<file path="src/rtl/bdd_pkg.sv">
`default_nettype none
// ----------------------------------------------------------------------------
// bdd_pkg: shared types and constants for the burst datagram deframer
// Holds the result kinds, status codes, parse phases and the queue entry type.
// ----------------------------------------------------------------------------
package bdd_pkg;

  localparam int unsigned QUEUE_DEPTH = 4;
  localparam int unsigned HEADER_BYTES = 8;
  localparam int unsigned PREFIX_BYTES = 2;
  localparam logic [16:0] COUNT_MAX = 17'h1FFFF;
  localparam logic [15:0] MAX_PACKETS_RESET = 16'd32;

  typedef enum logic [1:0] {
    KIND_DATA   = 2'd0,
    KIND_EMPTY  = 2'd1,
    KIND_STATUS = 2'd2
  } kind_t;

  typedef enum logic [2:0] {
    ST_OK         = 3'd0,
    ST_TOO_SHORT  = 3'd1,
    ST_BAD_MAGIC  = 3'd2,
    ST_LEN_MISM   = 3'd3,
    ST_TOO_MANY   = 3'd4,
    ST_OVERRUN    = 3'd5
  } status_t;

  typedef enum logic [1:0] {
    PH_HEADER = 2'd0,
    PH_LEN_HI = 2'd1,
    PH_LEN_LO = 2'd2,
    PH_DATA   = 2'd3
  } phase_t;

  // One queue entry: up to one packet result and one status result per byte
  typedef struct packed {
    logic        has_pkt;
    kind_t       pkt_kind;
    logic [7:0]  pkt_byte;
    logic [15:0] pkt_idx;
    logic        pkt_first;
    logic        pkt_last;
    logic        has_stat;
    status_t     stat;
    logic [15:0] stat_idx;
  } evt_t;

  function automatic logic [7:0] magic_byte(input logic [1:0] pos);
    logic [7:0] m;
    unique case (pos)
      2'd0:    m = 8'hCA;
      2'd1:    m = 8'hFE;
      2'd2:    m = 8'hDE;
      default: m = 8'hCA;
    endcase
    return m;
  endfunction

endpackage
`default_nettype wire

</file>
<file path="src/rtl/bdd_in_if.sv">
`default_nettype none
// ----------------------------------------------------------------------------
// bdd_in_if: datagram byte channel
// Valid/ready channel carrying one datagram byte and its end mark.
// ----------------------------------------------------------------------------
interface bdd_in_if;
  logic       valid;
  logic       ready;
  logic [7:0] data_byte;
  logic       end_of_datagram;

  modport source (output valid, output data_byte, output end_of_datagram, input ready);
  modport sink (input valid, input data_byte, input end_of_datagram, output ready);
endinterface
`default_nettype wire

</file>
<file path="src/rtl/bdd_out_if.sv">
`default_nettype none
// ----------------------------------------------------------------------------
// bdd_out_if: deframer result channel
// Valid/ready channel carrying one payload, empty-packet or status result.
// ----------------------------------------------------------------------------
interface bdd_out_if;
  logic             valid;
  logic             ready;
  bdd_pkg::kind_t   kind;
  logic [7:0]       payload_byte;
  logic [15:0]      packet_index;
  logic             packet_first;
  logic             packet_last;
  bdd_pkg::status_t status;
  logic             last_result;

  modport source (output valid, output kind, output payload_byte, output packet_index,
                  output packet_first, output packet_last, output status,
                  output last_result, input ready);
  modport sink (input valid, input kind, input payload_byte, input packet_index,
                input packet_first, input packet_last, input status,
                input last_result, output ready);
endinterface
`default_nettype wire

</file>
<file path="src/rtl/bdd_front.sv">
`default_nettype none
// ----------------------------------------------------------------------------
// bdd_front: header and packet parser
// Tracks the datagram framing per byte and pushes a result entry for each byte that yields a result.
// ----------------------------------------------------------------------------
module bdd_front (
  input  wire logic         clk,
  input  wire logic         rst_n,
  bdd_in_if.sink            in_chan,
  input  wire logic         cfg_we,
  input  wire logic [15:0]  cfg_wdata,
  input  wire logic         q_full,
  output logic              q_push,
  output bdd_pkg::evt_t     q_evt
);
  import bdd_pkg::*;

  logic [16:0] bc_r, bc_nxt;
  logic [15:0] tot_r, tot_nxt;
  logic [15:0] dpk_r, dpk_nxt;
  logic [15:0] pd_r, pd_nxt;
  logic [15:0] bl_r, bl_nxt;
  logic [16:0] pu_r, pu_nxt;
  logic [7:0]  lhb_r, lhb_nxt;
  phase_t      phase_r, phase_nxt;
  logic        magic_err_r, magic_err_nxt;
  logic        ovr_err_r, ovr_err_nxt;
  logic        fp_r, fp_nxt;
  logic [15:0] max_r;

  logic [7:0]  b;
  logic [15:0] len;
  logic [17:0] need;
  logic [15:0] bl_dec;
  logic        early;
  logic        accept;
  evt_t        evt;

  assign b      = in_chan.data_byte;
  assign accept = in_chan.valid && in_chan.ready;
  assign in_chan.ready = !q_full;
  assign q_push = accept && (evt.has_pkt || evt.has_stat);
  assign q_evt  = evt;

  always_comb begin
    bc_nxt        = (bc_r != COUNT_MAX) ? bc_r + 17'd1 : bc_r;
    tot_nxt       = tot_r;
    dpk_nxt       = dpk_r;
    pd_nxt        = pd_r;
    bl_nxt        = bl_r;
    pu_nxt        = pu_r;
    lhb_nxt       = lhb_r;
    phase_nxt     = phase_r;
    magic_err_nxt = magic_err_r;
    ovr_err_nxt   = ovr_err_r;
    fp_nxt        = fp_r;
    len           = {lhb_r, b};
    need          = {1'b0, pu_r} + 18'(PREFIX_BYTES) + {2'b00, len};
    bl_dec        = (bl_r != 16'd0) ? bl_r - 16'd1 : bl_r;
    evt           = '0;

    unique case (phase_r)
      PH_HEADER: begin
        if (bc_r < 17'd4) begin
          if (b != magic_byte(bc_r[1:0])) magic_err_nxt = 1'b1;
        end else if (bc_r == 17'd4 || bc_r == 17'd6) begin
          lhb_nxt = b;
        end else if (bc_r == 17'd5) begin
          tot_nxt = len;
        end else if (bc_r == 17'd7) begin
          dpk_nxt = len;
        end
        if (bc_r >= 17'(HEADER_BYTES - 1)) phase_nxt = PH_LEN_HI;
      end
      PH_LEN_HI: begin
        if (pd_r < dpk_r) begin
          lhb_nxt   = b;
          phase_nxt = PH_LEN_LO;
        end
      end
      PH_LEN_LO: begin
        if ({1'b0, need} + 19'(HEADER_BYTES) > {3'b000, tot_r}) ovr_err_nxt = 1'b1;
        pu_nxt = (need > {1'b0, COUNT_MAX}) ? COUNT_MAX : need[16:0];
        if (len == 16'd0) begin
          evt.has_pkt   = 1'b1;
          evt.pkt_kind  = KIND_EMPTY;
          evt.pkt_idx   = pd_r;
          evt.pkt_first = 1'b1;
          evt.pkt_last  = 1'b1;
          pd_nxt        = pd_r + 16'd1;
          phase_nxt     = PH_LEN_HI;
        end else begin
          bl_nxt    = len;
          fp_nxt    = 1'b1;
          phase_nxt = PH_DATA;
        end
      end
      PH_DATA: begin
        evt.has_pkt   = 1'b1;
        evt.pkt_kind  = KIND_DATA;
        evt.pkt_byte  = b;
        evt.pkt_idx   = pd_r;
        evt.pkt_first = fp_r;
        evt.pkt_last  = (bl_r <= 16'd1);
        fp_nxt        = 1'b0;
        bl_nxt        = bl_dec;
        if (bl_dec == 16'd0) begin
          pd_nxt    = pd_r + 16'd1;
          phase_nxt = PH_LEN_HI;
        end
      end
    endcase

    // a datagram that stops inside the header or a packet, or before all counted packets, counts as overrun
    early = (phase_nxt != PH_LEN_HI) || (pd_nxt < dpk_nxt);

    evt.has_stat = in_chan.end_of_datagram;
    evt.stat_idx = pd_nxt;
    if (bc_nxt <= 17'(HEADER_BYTES))        evt.stat = ST_TOO_SHORT;
    else if (magic_err_nxt)                 evt.stat = ST_BAD_MAGIC;
    else if (bc_nxt != {1'b0, tot_nxt})     evt.stat = ST_LEN_MISM;
    else if (dpk_nxt > max_r)               evt.stat = ST_TOO_MANY;
    else if (ovr_err_nxt || early)          evt.stat = ST_OVERRUN;
    else                                    evt.stat = ST_OK;
  end

  always_ff @(posedge clk) begin
    if (!rst_n) begin
      max_r <= MAX_PACKETS_RESET;
    end else if (cfg_we) begin
      max_r <= cfg_wdata;
    end
  end

  always_ff @(posedge clk) begin
    if (!rst_n || (accept && in_chan.end_of_datagram)) begin
      bc_r        <= '0;
      tot_r       <= '0;
      dpk_r       <= '0;
      pd_r        <= '0;
      bl_r        <= '0;
      pu_r        <= '0;
      lhb_r       <= '0;
      phase_r     <= PH_HEADER;
      magic_err_r <= 1'b0;
      ovr_err_r   <= 1'b0;
      fp_r        <= 1'b0;
    end else if (accept) begin
      bc_r        <= bc_nxt;
      tot_r       <= tot_nxt;
      dpk_r       <= dpk_nxt;
      pd_r        <= pd_nxt;
      bl_r        <= bl_nxt;
      pu_r        <= pu_nxt;
      lhb_r       <= lhb_nxt;
      phase_r     <= phase_nxt;
      magic_err_r <= magic_err_nxt;
      ovr_err_r   <= ovr_err_nxt;
      fp_r        <= fp_nxt;
    end
  end

endmodule
`default_nettype wire

</file>
<file path="src/rtl/bdd_queue.sv">
`default_nettype none
// ----------------------------------------------------------------------------
// bdd_queue: result entry queue
// Small circular buffer between the parser and the result sequencer.
// ----------------------------------------------------------------------------
module bdd_queue #(
  parameter int unsigned DEPTH = bdd_pkg::QUEUE_DEPTH
) (
  input  wire logic          clk,
  input  wire logic          rst_n,
  input  wire logic          push,
  input  wire bdd_pkg::evt_t push_evt,
  output logic               full,
  input  wire logic          pop,
  output logic               head_valid,
  output bdd_pkg::evt_t      head_evt
);
  import bdd_pkg::*;

  localparam int unsigned PW = (DEPTH > 1) ? $clog2(DEPTH) : 1;
  localparam int unsigned CW = $clog2(DEPTH + 1);

  evt_t          mem_r [DEPTH];
  logic [PW-1:0] wr_ptr_r, rd_ptr_r;
  logic [CW-1:0] cnt_r;

  assign full       = (cnt_r == CW'(DEPTH));
  assign head_valid = (cnt_r != '0);
  assign head_evt   = mem_r[rd_ptr_r];

  always_ff @(posedge clk) begin
    if (push) mem_r[wr_ptr_r] <= push_evt;
  end

  always_ff @(posedge clk) begin
    if (!rst_n) begin
      wr_ptr_r <= '0;
      rd_ptr_r <= '0;
      cnt_r    <= '0;
    end else begin
      if (push) wr_ptr_r <= (wr_ptr_r == PW'(DEPTH - 1)) ? '0 : wr_ptr_r + PW'(1);
      if (pop)  rd_ptr_r <= (rd_ptr_r == PW'(DEPTH - 1)) ? '0 : rd_ptr_r + PW'(1);
      if (push && !pop)      cnt_r <= cnt_r + CW'(1);
      else if (pop && !push) cnt_r <= cnt_r - CW'(1);
    end
  end

endmodule
`default_nettype wire

</file>
<file path="src/rtl/bdd_back.sv">
`default_nettype none
// ----------------------------------------------------------------------------
// bdd_back: result sequencer
// Unpacks each queue entry into one or two results behind an output register.
// ----------------------------------------------------------------------------
module bdd_back (
  input  wire logic          clk,
  input  wire logic          rst_n,
  input  wire logic          q_valid,
  input  wire bdd_pkg::evt_t q_evt,
  output logic               q_pop,
  bdd_out_if.source          out_chan
);
  import bdd_pkg::*;

  logic        ov_r, ov_nxt;
  logic        pdone_r, pdone_nxt;
  kind_t       kind_r, kind_nxt;
  logic [7:0]  byte_r, byte_nxt;
  logic [15:0] idx_r, idx_nxt;
  logic        first_r, first_nxt;
  logic        lastp_r, lastp_nxt;
  status_t     stat_r, stat_nxt;
  logic        last_r, last_nxt;
  logic        load;
  logic        emit_pkt;

  assign load     = !ov_r || out_chan.ready;
  assign emit_pkt = q_evt.has_pkt && !pdone_r;

  always_comb begin
    ov_nxt    = ov_r;
    pdone_nxt = pdone_r;
    kind_nxt  = kind_r;
    byte_nxt  = byte_r;
    idx_nxt   = idx_r;
    first_nxt = first_r;
    lastp_nxt = lastp_r;
    stat_nxt  = stat_r;
    last_nxt  = last_r;
    q_pop     = 1'b0;
    if (load) begin
      ov_nxt = q_valid;
      if (q_valid) begin
        if (emit_pkt) begin
          kind_nxt  = q_evt.pkt_kind;
          byte_nxt  = q_evt.pkt_byte;
          idx_nxt   = q_evt.pkt_idx;
          first_nxt = q_evt.pkt_first;
          lastp_nxt = q_evt.pkt_last;
          stat_nxt  = ST_OK;
        end else begin
          kind_nxt  = KIND_STATUS;
          byte_nxt  = '0;
          idx_nxt   = q_evt.stat_idx;
          first_nxt = 1'b0;
          lastp_nxt = 1'b0;
          stat_nxt  = q_evt.stat;
        end
        // packet result followed by status: keep the entry one more transfer
        if (emit_pkt && q_evt.has_stat) begin
          pdone_nxt = 1'b1;
          last_nxt  = 1'b0;
        end else begin
          pdone_nxt = 1'b0;
          last_nxt  = 1'b1;
          q_pop     = 1'b1;
        end
      end
    end
  end

  always_ff @(posedge clk) begin
    if (!rst_n) begin
      ov_r    <= 1'b0;
      pdone_r <= 1'b0;
    end else begin
      ov_r    <= ov_nxt;
      pdone_r <= pdone_nxt;
    end
  end

  always_ff @(posedge clk) begin
    kind_r  <= kind_nxt;
    byte_r  <= byte_nxt;
    idx_r   <= idx_nxt;
    first_r <= first_nxt;
    lastp_r <= lastp_nxt;
    stat_r  <= stat_nxt;
    last_r  <= last_nxt;
  end

  assign out_chan.valid        = ov_r;
  assign out_chan.kind         = kind_r;
  assign out_chan.payload_byte = byte_r;
  assign out_chan.packet_index = idx_r;
  assign out_chan.packet_first = first_r;
  assign out_chan.packet_last  = lastp_r;
  assign out_chan.status       = stat_r;
  assign out_chan.last_result  = last_r;

`ifndef SYNTHESIS
  a_pop_needs_load: assert property (@(posedge clk) disable iff (!rst_n)
    q_pop |-> load && q_valid)
    else $error("queue popped without loading the output register");
  a_status_is_last: assert property (@(posedge clk) disable iff (!rst_n)
    ov_r && kind_r == KIND_STATUS |-> last_r)
    else $error("status result not marked last");
  a_pending_entry: assert property (@(posedge clk) disable iff (!rst_n)
    pdone_r |-> q_valid && q_evt.has_stat)
    else $error("pending status lost its queue entry");
  a_status_follows: assert property (@(posedge clk) disable iff (!rst_n)
    ov_r && !last_r && out_chan.ready |=> ov_r && kind_r == KIND_STATUS)
    else $error("non-final result not followed by status");
`endif

endmodule
`default_nettype wire

</file>
<file path="src/rtl/burst_datagram_deframer.sv">
`default_nettype none
// Burst datagram deframer. Accepts one datagram byte per cycle whenever the
// internal result queue has room and hands out one result per cycle while the
// sink is ready. A byte causes at most two results (a payload or empty-packet
// result, then the status on the final byte), so a datagram's last byte can
// occupy two output transfers; the queue of QDEPTH entries between the parser
// and the output register absorbs that, and the sustained input rate is one
// byte per cycle as long as the sink takes one result per cycle. Results pass
// through the queue, then the output register. max_packets is written through
// cfg_we/cfg_wdata and should be changed only while no datagram is in flight.
// ----------------------------------------------------------------------------
// burst_datagram_deframer: top level
// Parser front end, result queue and result sequencer.
// ----------------------------------------------------------------------------
module burst_datagram_deframer #(
  parameter int unsigned QDEPTH = bdd_pkg::QUEUE_DEPTH
) (
  input  wire logic        clk,
  input  wire logic        rst_n,
  bdd_in_if.sink           in_chan,
  bdd_out_if.source        out_chan,
  input  wire logic        cfg_we,
  input  wire logic [15:0] cfg_wdata
);
  import bdd_pkg::*;

  logic q_full;
  logic q_push;
  logic q_pop;
  logic q_valid;
  evt_t push_evt;
  evt_t head_evt;

  bdd_front u_front (
    .clk       (clk),
    .rst_n     (rst_n),
    .in_chan   (in_chan),
    .cfg_we    (cfg_we),
    .cfg_wdata (cfg_wdata),
    .q_full    (q_full),
    .q_push    (q_push),
    .q_evt     (push_evt)
  );

  bdd_queue #(.DEPTH(QDEPTH)) u_queue (
    .clk        (clk),
    .rst_n      (rst_n),
    .push       (q_push),
    .push_evt   (push_evt),
    .full       (q_full),
    .pop        (q_pop),
    .head_valid (q_valid),
    .head_evt   (head_evt)
  );

  bdd_back u_back (
    .clk      (clk),
    .rst_n    (rst_n),
    .q_valid  (q_valid),
    .q_evt    (head_evt),
    .q_pop    (q_pop),
    .out_chan (out_chan)
  );

endmodule
`default_nettype wire

</file>
<file path="src/flat_wrapper.sv">
// flat-port wrapper written by rule: the top's interface ports become plain ports
module burst_datagram_deframer_flat import bdd_pkg::*;
#(
  parameter int unsigned QDEPTH = bdd_pkg::QUEUE_DEPTH
)
  (clk, rst_n, cfg_we, cfg_wdata, in_chan_valid, in_chan_data_byte, in_chan_end_of_datagram, in_chan_ready, out_chan_valid, out_chan_kind, out_chan_payload_byte, out_chan_packet_index, out_chan_packet_first, out_chan_packet_last, out_chan_status, out_chan_last_result, out_chan_ready);
  bdd_in_if in_chan_i ();
  bdd_out_if out_chan_i ();
  input  wire logic clk;
  input  wire logic rst_n;
  input  wire logic cfg_we;
  input  wire logic [15:0] cfg_wdata;
  input wire logic [$bits(in_chan_i.valid)-1:0] in_chan_valid;
  input wire logic [$bits(in_chan_i.data_byte)-1:0] in_chan_data_byte;
  input wire logic [$bits(in_chan_i.end_of_datagram)-1:0] in_chan_end_of_datagram;
  output wire logic [$bits(in_chan_i.ready)-1:0] in_chan_ready;
  output wire logic [$bits(out_chan_i.valid)-1:0] out_chan_valid;
  output wire logic [$bits(out_chan_i.kind)-1:0] out_chan_kind;
  output wire logic [$bits(out_chan_i.payload_byte)-1:0] out_chan_payload_byte;
  output wire logic [$bits(out_chan_i.packet_index)-1:0] out_chan_packet_index;
  output wire logic [$bits(out_chan_i.packet_first)-1:0] out_chan_packet_first;
  output wire logic [$bits(out_chan_i.packet_last)-1:0] out_chan_packet_last;
  output wire logic [$bits(out_chan_i.status)-1:0] out_chan_status;
  output wire logic [$bits(out_chan_i.last_result)-1:0] out_chan_last_result;
  input wire logic [$bits(out_chan_i.ready)-1:0] out_chan_ready;
  assign in_chan_i.valid = in_chan_valid;
  assign in_chan_i.data_byte = in_chan_data_byte;
  assign in_chan_i.end_of_datagram = in_chan_end_of_datagram;
  assign in_chan_ready = in_chan_i.ready;
  assign out_chan_valid = out_chan_i.valid;
  assign out_chan_kind = out_chan_i.kind;
  assign out_chan_payload_byte = out_chan_i.payload_byte;
  assign out_chan_packet_index = out_chan_i.packet_index;
  assign out_chan_packet_first = out_chan_i.packet_first;
  assign out_chan_packet_last = out_chan_i.packet_last;
  assign out_chan_status = out_chan_i.status;
  assign out_chan_last_result = out_chan_i.last_result;
  assign out_chan_i.ready = out_chan_ready;
  burst_datagram_deframer #(.QDEPTH(QDEPTH)) u_core (.clk(clk), .rst_n(rst_n), .in_chan(in_chan_i), .out_chan(out_chan_i), .cfg_we(cfg_we), .cfg_wdata(cfg_wdata));
endmodule
</file>
<file path="config.mk">
export PLATFORM = sky130hd
export DESIGN_NAME = burst_datagram_deframer_flat
export DESIGN_NICKNAME = d
export VERILOG_FILES = /design/src/rtl/bdd_pkg.sv /design/src/rtl/bdd_in_if.sv /design/src/rtl/bdd_out_if.sv /design/src/rtl/bdd_front.sv /design/src/rtl/bdd_queue.sv /design/src/rtl/bdd_back.sv /design/src/rtl/burst_datagram_deframer.sv /design/src/flat_wrapper.sv
export SDC_FILE = /design/constraint.sdc
export NUM_CORES = 1
export LEC_CHECK = 0
export ABC_AREA = 1
export BUFFER_PORTS_ARGS = -buffer_cell sky130_fd_sc_hd__buf_2
export CAP_MARGIN = 20
export CORE_MARGIN = 2
export CORE_UTILIZATION = 60
export CTS_BUF_LIST = sky130_fd_sc_hd__clkbuf_8
export CTS_CLUSTER_DIAMETER = 200
export CTS_CLUSTER_SIZE = 12
export DETAILED_ROUTE_END_ITERATION = 16
export PLACE_DENSITY = 0.77
export SLEW_MARGIN = 30
export SYNTH_ARGS = -nofsm -noshare
export SYNTH_HDL_FRONTEND = slang
export SYNTH_SLANG_ARGS = --single-unit
</file>
<file path="constraint.sdc">
create_clock -name clk -period 6.6 [get_ports clk]
set_input_delay 0.66 -clock clk [delete_from_list [all_inputs] [get_ports clk]]
set_output_delay 0.66 -clock clk [all_outputs]
set_load 0.005 [all_outputs]
</file>
-- Word-level counts from Yosys, hierarchy flattened
Memories as Yosys holds them, arrays and structs flattened. A register that Yosys moved wholly into a read port is not among the register bits.
Index checks and enable logic that the tools add are counted.
- bits in registers: 168
- memory bits (writable): 196
- bits of input ports: 30
- output and inout bits: 34
- logic and storage cells: 154
- memories kept: 1
- add/subtract/negate cells: 10
- $lt $le $gt $ge: 9
- equality and inequality tests: 20
- muxes and demuxes: 59
- reductions and logical operators: 31
- memories (memory ; words ; width ; rd ports ; clocked after Yosys merged registers in ; write ports ; line ; source):
    u_core.u_queue.mem_r ; 4 ; 49 ; 1 ; 1 ; 1 ; bdd_queue.sv:23 ; evt_t mem_r [DEPTH];
- operator list (operator ; count):
    $mux W16 ; 14
    $eq A17 B3 Y1 const B ; 4
    $pmux W16 S2 ; 2
    $mux W8 ; 6
    $pmux W18 S2 ; 1
    $mux W17 ; 2
    $logic_not A16 Y1 ; 2
    $lt A16 B16 Y1 ; 2
    $mux W3 ; 8
    $add A18 B4 Y19 const B ; 1
    $gt A19 B16 Y1 ; 1
    $add A17 B2 Y18 const B ; 1
    $add A18 B16 Y18 ; 1
    $gt A18 B17 Y1 const B ; 1
    $mux W18 ; 1
    $add A17 B1 Y17 const B ; 1
    $ge A17 B3 Y1 const B ; 1
    $le A17 B4 Y1 const B ; 1
    $lt A17 B3 Y1 const B ; 1
    $ne A17 B16 Y1 ; 1
    $ne A17 B17 Y1 const B ; 1
    $add A16 B1 Y16 const B ; 1
    $gt A16 B16 Y1 ; 1
    $le A16 B1 Y1 const B ; 1
    other kinds (27) ; 73

-- Depth between registers and ports, before layout
- depth after elaboration: 14
- gate-level depth with buffers: 35
- mapped depth without buffers: 35

-- Modules after synthesis
A second synthesis with hierarchy kept.
- cells, all modules: 2212
- area, all modules: 19433.6 sq um
- modules (own cells, without submodules) (module ; instances ; cells an instance ; area an instance (sq um) ; sequential area each (sq um)):
    bdd_front ; 1 ; 1548 ; 10213.5 ; 2542.4
    bdd_queue ; 1 ; 534 ; 7714.9 ; 6065.8
    bdd_back ; 1 ; 130 ; 1505.2 ; 1001.0

-- Worst setup path after synthesis
OpenSTA, ideal clock, no wires.
- path kind: input to register
- start point: input port in_chan_data_byte[1]
- end point: memory u_core.u_queue.mem_r[0][16] (netlist name) (data pin)
- library setup time: 265 ps
- arrival: 4568 ps
- required time: 6335 ps
- slack: 1767 ps
- stages: 32
- path buffers: 0
- path through: inv_1 > ha_1 > inv_1 > ha_1 > inv_1 > fa_1 > inv_1 > nand3_1 > nand2_1 > xor2_1 > nand2_2 > nor2_4 > nand3_2 > nor3_2 > nand2_2 > nor2_4 > nand2_1 > xnor2_1 > inv_1 > ha_1 > a21oi_1 > o21ai_0 > a211oi_1 > nor2_1 > a21oi_1 > nand3_2 > a21boi_2 > nand2_1 > nand2_1 > nand2_1 > nand2_1 > nand2_1
- RTL lines (item ; line ; source):
    start, declared ; flat_wrapper.sv:14 ; input wire logic [$bits(in_chan_i.data_byte)-1:0] in_chan_data_byte;
    end, declared ; bdd_queue.sv:23 ;

==> run_results.csv <==
group,metric,value,unit
detailed_routing,routedLengthMet1,19900,µm
clock_network,tritoncts.num_buffers,36,
timing,finalClockSkew,0.0277,ns
clock_network,clock_tree.buffer_depth,3,
timing,final.setup.tns,0,ns
placement,place.detailed.instances,2589,
timing,final_min_period_over_clock_period,0.769,
clock_network,cts_max_level,2,
clock_network,post-cts-setup-buffer-count,0,
die,initial_core_util,0.605,
die,fp.dieH,182,µm
yosys,synth.top_cell.area_share,0.355,
setup_path,critical_path_peak_fanout,4,
timing,maxSlewViolCount,0,
setup_path,critPathMostFrequentCell,"sky130_fd_sc_hd__nand2_1",
grt,grt_util_all_layers,0.283,
timing,finalHoldViolCount,0,
die,die_width,182,µm
placement,place.port_buffers,63,
placement,place.gp.congestion,0.926,
final_layout,area.growth.synth_to_final,6.69,%
timing,final.min_clock_period,5.07,ns
timing,worstMarginPinSlew,0.977,ns
min_path,worstHoldPathType,"in -> reg",
clock_network,clk_latency,0.58,ns
run,drv_cap,0,
final_layout,final_net_count,2367,
detailed_routing,detailroute.via_count,15100,
clock_network,cts_tree,"done",
yosys,synth_area,18900,µm²
setup_path,path_class,"reg -> reg",
setup_path,critical_path.max_stage_delay,0.43,ns
setup_path,worstPathArrival,5.39,ns
timing,grt_setup_unrepaired,"no",
setup_path,crit_family,"simple AND/OR/NAND/NOR gates",
yosys,syn-instance-count,2192,
clock_network,post_cts_hold_buffer_count,0,
detailed_routing,ant_nets,0,
detailed_routing,wl,46600,µm
die,floorplan.core_area,31300,µm²
detailed_routing,drtPass1Iterations,6,
clock_network,cts_repair_resize_count,0,
grt,grt_antenna_before_repair,1,
grt,grt_max_degree,88,
die,dieArea,33000,µm²
detailed_routing,dr.max_layer_used,"met4",
setup_path,crit_required,6.92,ns
clock_network,clock_sink_total,362,
final_layout,drive_gt1_frac,0.0752,
detailed_routing,first_iter_violations,1420,
yosys,yosys-top-cells-count,"sky130_fd_sc_hd__inv_1, sky130_fd_sc_hd__nor2_1, sky130_fd_sc_hd__nand2_1, sky130_fd_sc_hd__o21ai_0, sky130_fd_sc_hd__edfxtp_1",
yosys,synth.avg_cell_area,8.64,µm²
yosys,post_synth_num_cell_types,59,
yosys,most_used_standard_cell_by_instance_count_after_synthesis,"sky130_fd_sc_hd__inv_1",
detailed_routing,drc,0,
yosys,syn_nets,2334,
final_layout,layoutNonFillerInstCount,2649,
power_and_ir_drop,worst_ir_drop_vdd,0.000180,V
setup_path,endpoint_kind,"flop",
power_and_ir_drop,cellPowerDensity,331,nW/µm²
setup_path,cpMaxStageDelayCell,"sky130_fd_sc_hd__fa_1",
yosys,async_flop_share,0,
yosys,post_synth_main_area_contributors,"sky130_fd_sc_hd__edfxtp_1, sky130_fd_sc_hd__dfxtp_1, sky130_fd_sc_hd__ha_1",
yosys,yosysWarnings,0,
timing,maxSlewHeadroom,0.342,
clock_network,clock-root-buffer,"sky130_fd_sc_hd__clkbuf_8",
yosys,yosys_reg_bits,362,
setup_path,critical_path.startpoint_type,"flop",
detailed_routing,detailroute.wirelength.met3,3340,µm
timing,highest_clock_frequency_the_design_can_meet,197,MHz
detailed_routing,avgViaCountPerCell,5.71,
yosys,synth-seq-area-share,0.501,
setup_path,critical_path_buffer_and_inverter_count,5,
die,rows,65,
clock_network,path_clk_slew,0.08,ns
die,design.portCount,64,
grt,number_of_global_route_vias_before_repair,14400,
detailed_routing,routedWlPerCell,17.6,µm
yosys,synth_top_cell_by_area,"sky130_fd_sc_hd__edfxtp_1",
timing,setup_viol,0,
yosys,synth_enable_flop_cells,224,
grt,global_route.overflow_total,0,
run_status,run_status,"finished clean",
grt,grt_pass1_wl,74100,µm
placement,dp_hpwl,32300,µm
power_and_ir_drop,total_leakage_power,8.61,nW
yosys,dominantRegCellSynth,"sky130_fd_sc_hd__edfxtp_1",
detailed_routing,met2_wirelength,21600,µm
cell families after synthesis:
group                      after synthesis  share of synthesized area
AOI/OAI and AO/OA                      542                      0.156
xor gates and xnor gates                53                     0.0267
adders and majority gates              112                     0.0748
buffers and inverters                  400                     0.0804
DFF                                    362                      0.501
and+or+nand+nor                        723                      0.161
registers in the layout (all words and copies together), names as in the netlist, 16 cells and up, named ones only:
name,flops
u_core.u_back.out_chan.packet_index,16
u_core.u_front.bc_r,17
u_core.u_front.bl_r,16
u_core.u_front.dpk_r,16
u_core.u_front.max_r,16
u_core.u_front.pd_r,16
u_core.u_front.pu_r,17
u_core.u_front.tot_r,16
u_core.u_queue.mem_r,192
stage by stage:
step	setup WS [ns]	total power, mW	hold WS [ns]	util	area (µm²)
2_1_floorplan	1.77	4.71	0.431	-	18900
3_3_place_gp	1.19	5.37	0.440	0.626	19600
3_5_place_dp	1.01	5.44	0.446	0.626	19600
4_1_cts	1.54	6.71	0.272	0.645	20200
5_1_grt	1.15	7.16	0.307	0.645	20200
6_report	1.53	6.70	0.291	0.645	20200
cell usage in the layout (no fill, tap or decap), types with 11 or more instances in the layout:
cell / netlist / routed
sky130_fd_sc_hd__xor2_1: 44 / 44
sky130_fd_sc_hd__a31oi_1: 24 / 23
sky130_fd_sc_hd__nand2_1: 268 / 266
sky130_fd_sc_hd__ha_1: 110 / 110
sky130_fd_sc_hd__clkbuf_8: 0 / 36
sky130_fd_sc_hd__o21ai_1: 11 / 11
sky130_fd_sc_hd__o22ai_1: 22 / 22
sky130_fd_sc_hd__nand3_1: 50 / 50
sky130_fd_sc_hd__buf_4: 2 / 17
sky130_fd_sc_hd__inv_1: 310 / 328
sky130_fd_sc_hd__nand4_1: 35 / 35
sky130_fd_sc_hd__nor2_1: 302 / 296
sky130_fd_sc_hd__nor3_1: 25 / 25
sky130_fd_sc_hd__dfxtp_1: 138 / 137
sky130_fd_sc_hd__buf_2: 5 / 63
sky130_fd_sc_hd__o21ai_0: 265 / 265
sky130_fd_sc_hd__a21oi_1: 169 / 169
sky130_fd_sc_hd__edfxtp_1: 224 / 224
area by class of cell:
cell class,instances,area [µm²]
clock inverters,23,103
clock buffers,36,495
repair buffers,80,443
flip-flops and latches,362,9490
diodes,1,2.50
multi-input cells,1430,7990
fillers,2601,11100
well taps,402,503
inverters,315,1180
path summary, 6_finish.rpt:
path | cells past startpoint | to | slack [ns] | start
min reg2reg | 2 | u_core.u_front.ovr_err_r | 0.46 | u_core.u_front.ovr_err_r
max | 32 | u_core.u_queue.mem_r[3][16] | 1.53 | u_core.u_front.pu_r[1]
max reg2reg | 32 | u_core.u_queue.mem_r[3][16] | 1.53 | u_core.u_front.pu_r[1]
min | 3 | u_core.u_front.max_r[5] | 0.29 | cfg_wdata[5]
worst min-delay path, stage by stage:
cell and delay, ns:
sky130_fd_sc_hd__buf_2 0.07, sky130_fd_sc_hd__a21oi_1 0.05, sky130_fd_sc_hd__o21ai_0 0.05
power breakdown:
group / total [mW] / switching, mW / internal, mW
Sequential: 2.92 / 0.148 / 2.77
Combinational: 2.50 / 1.70 / 0.802
Clock: 1.28 / 0.763 / 0.514
layer usage:
metal	GRT usage	vias to the layer above
met5	0	-
met4	0.116	0
met3	0.0485	107
met2	0.471	513
met1	0.370	7056
li1	-	7456
Power figures use the tool's default switching activity.
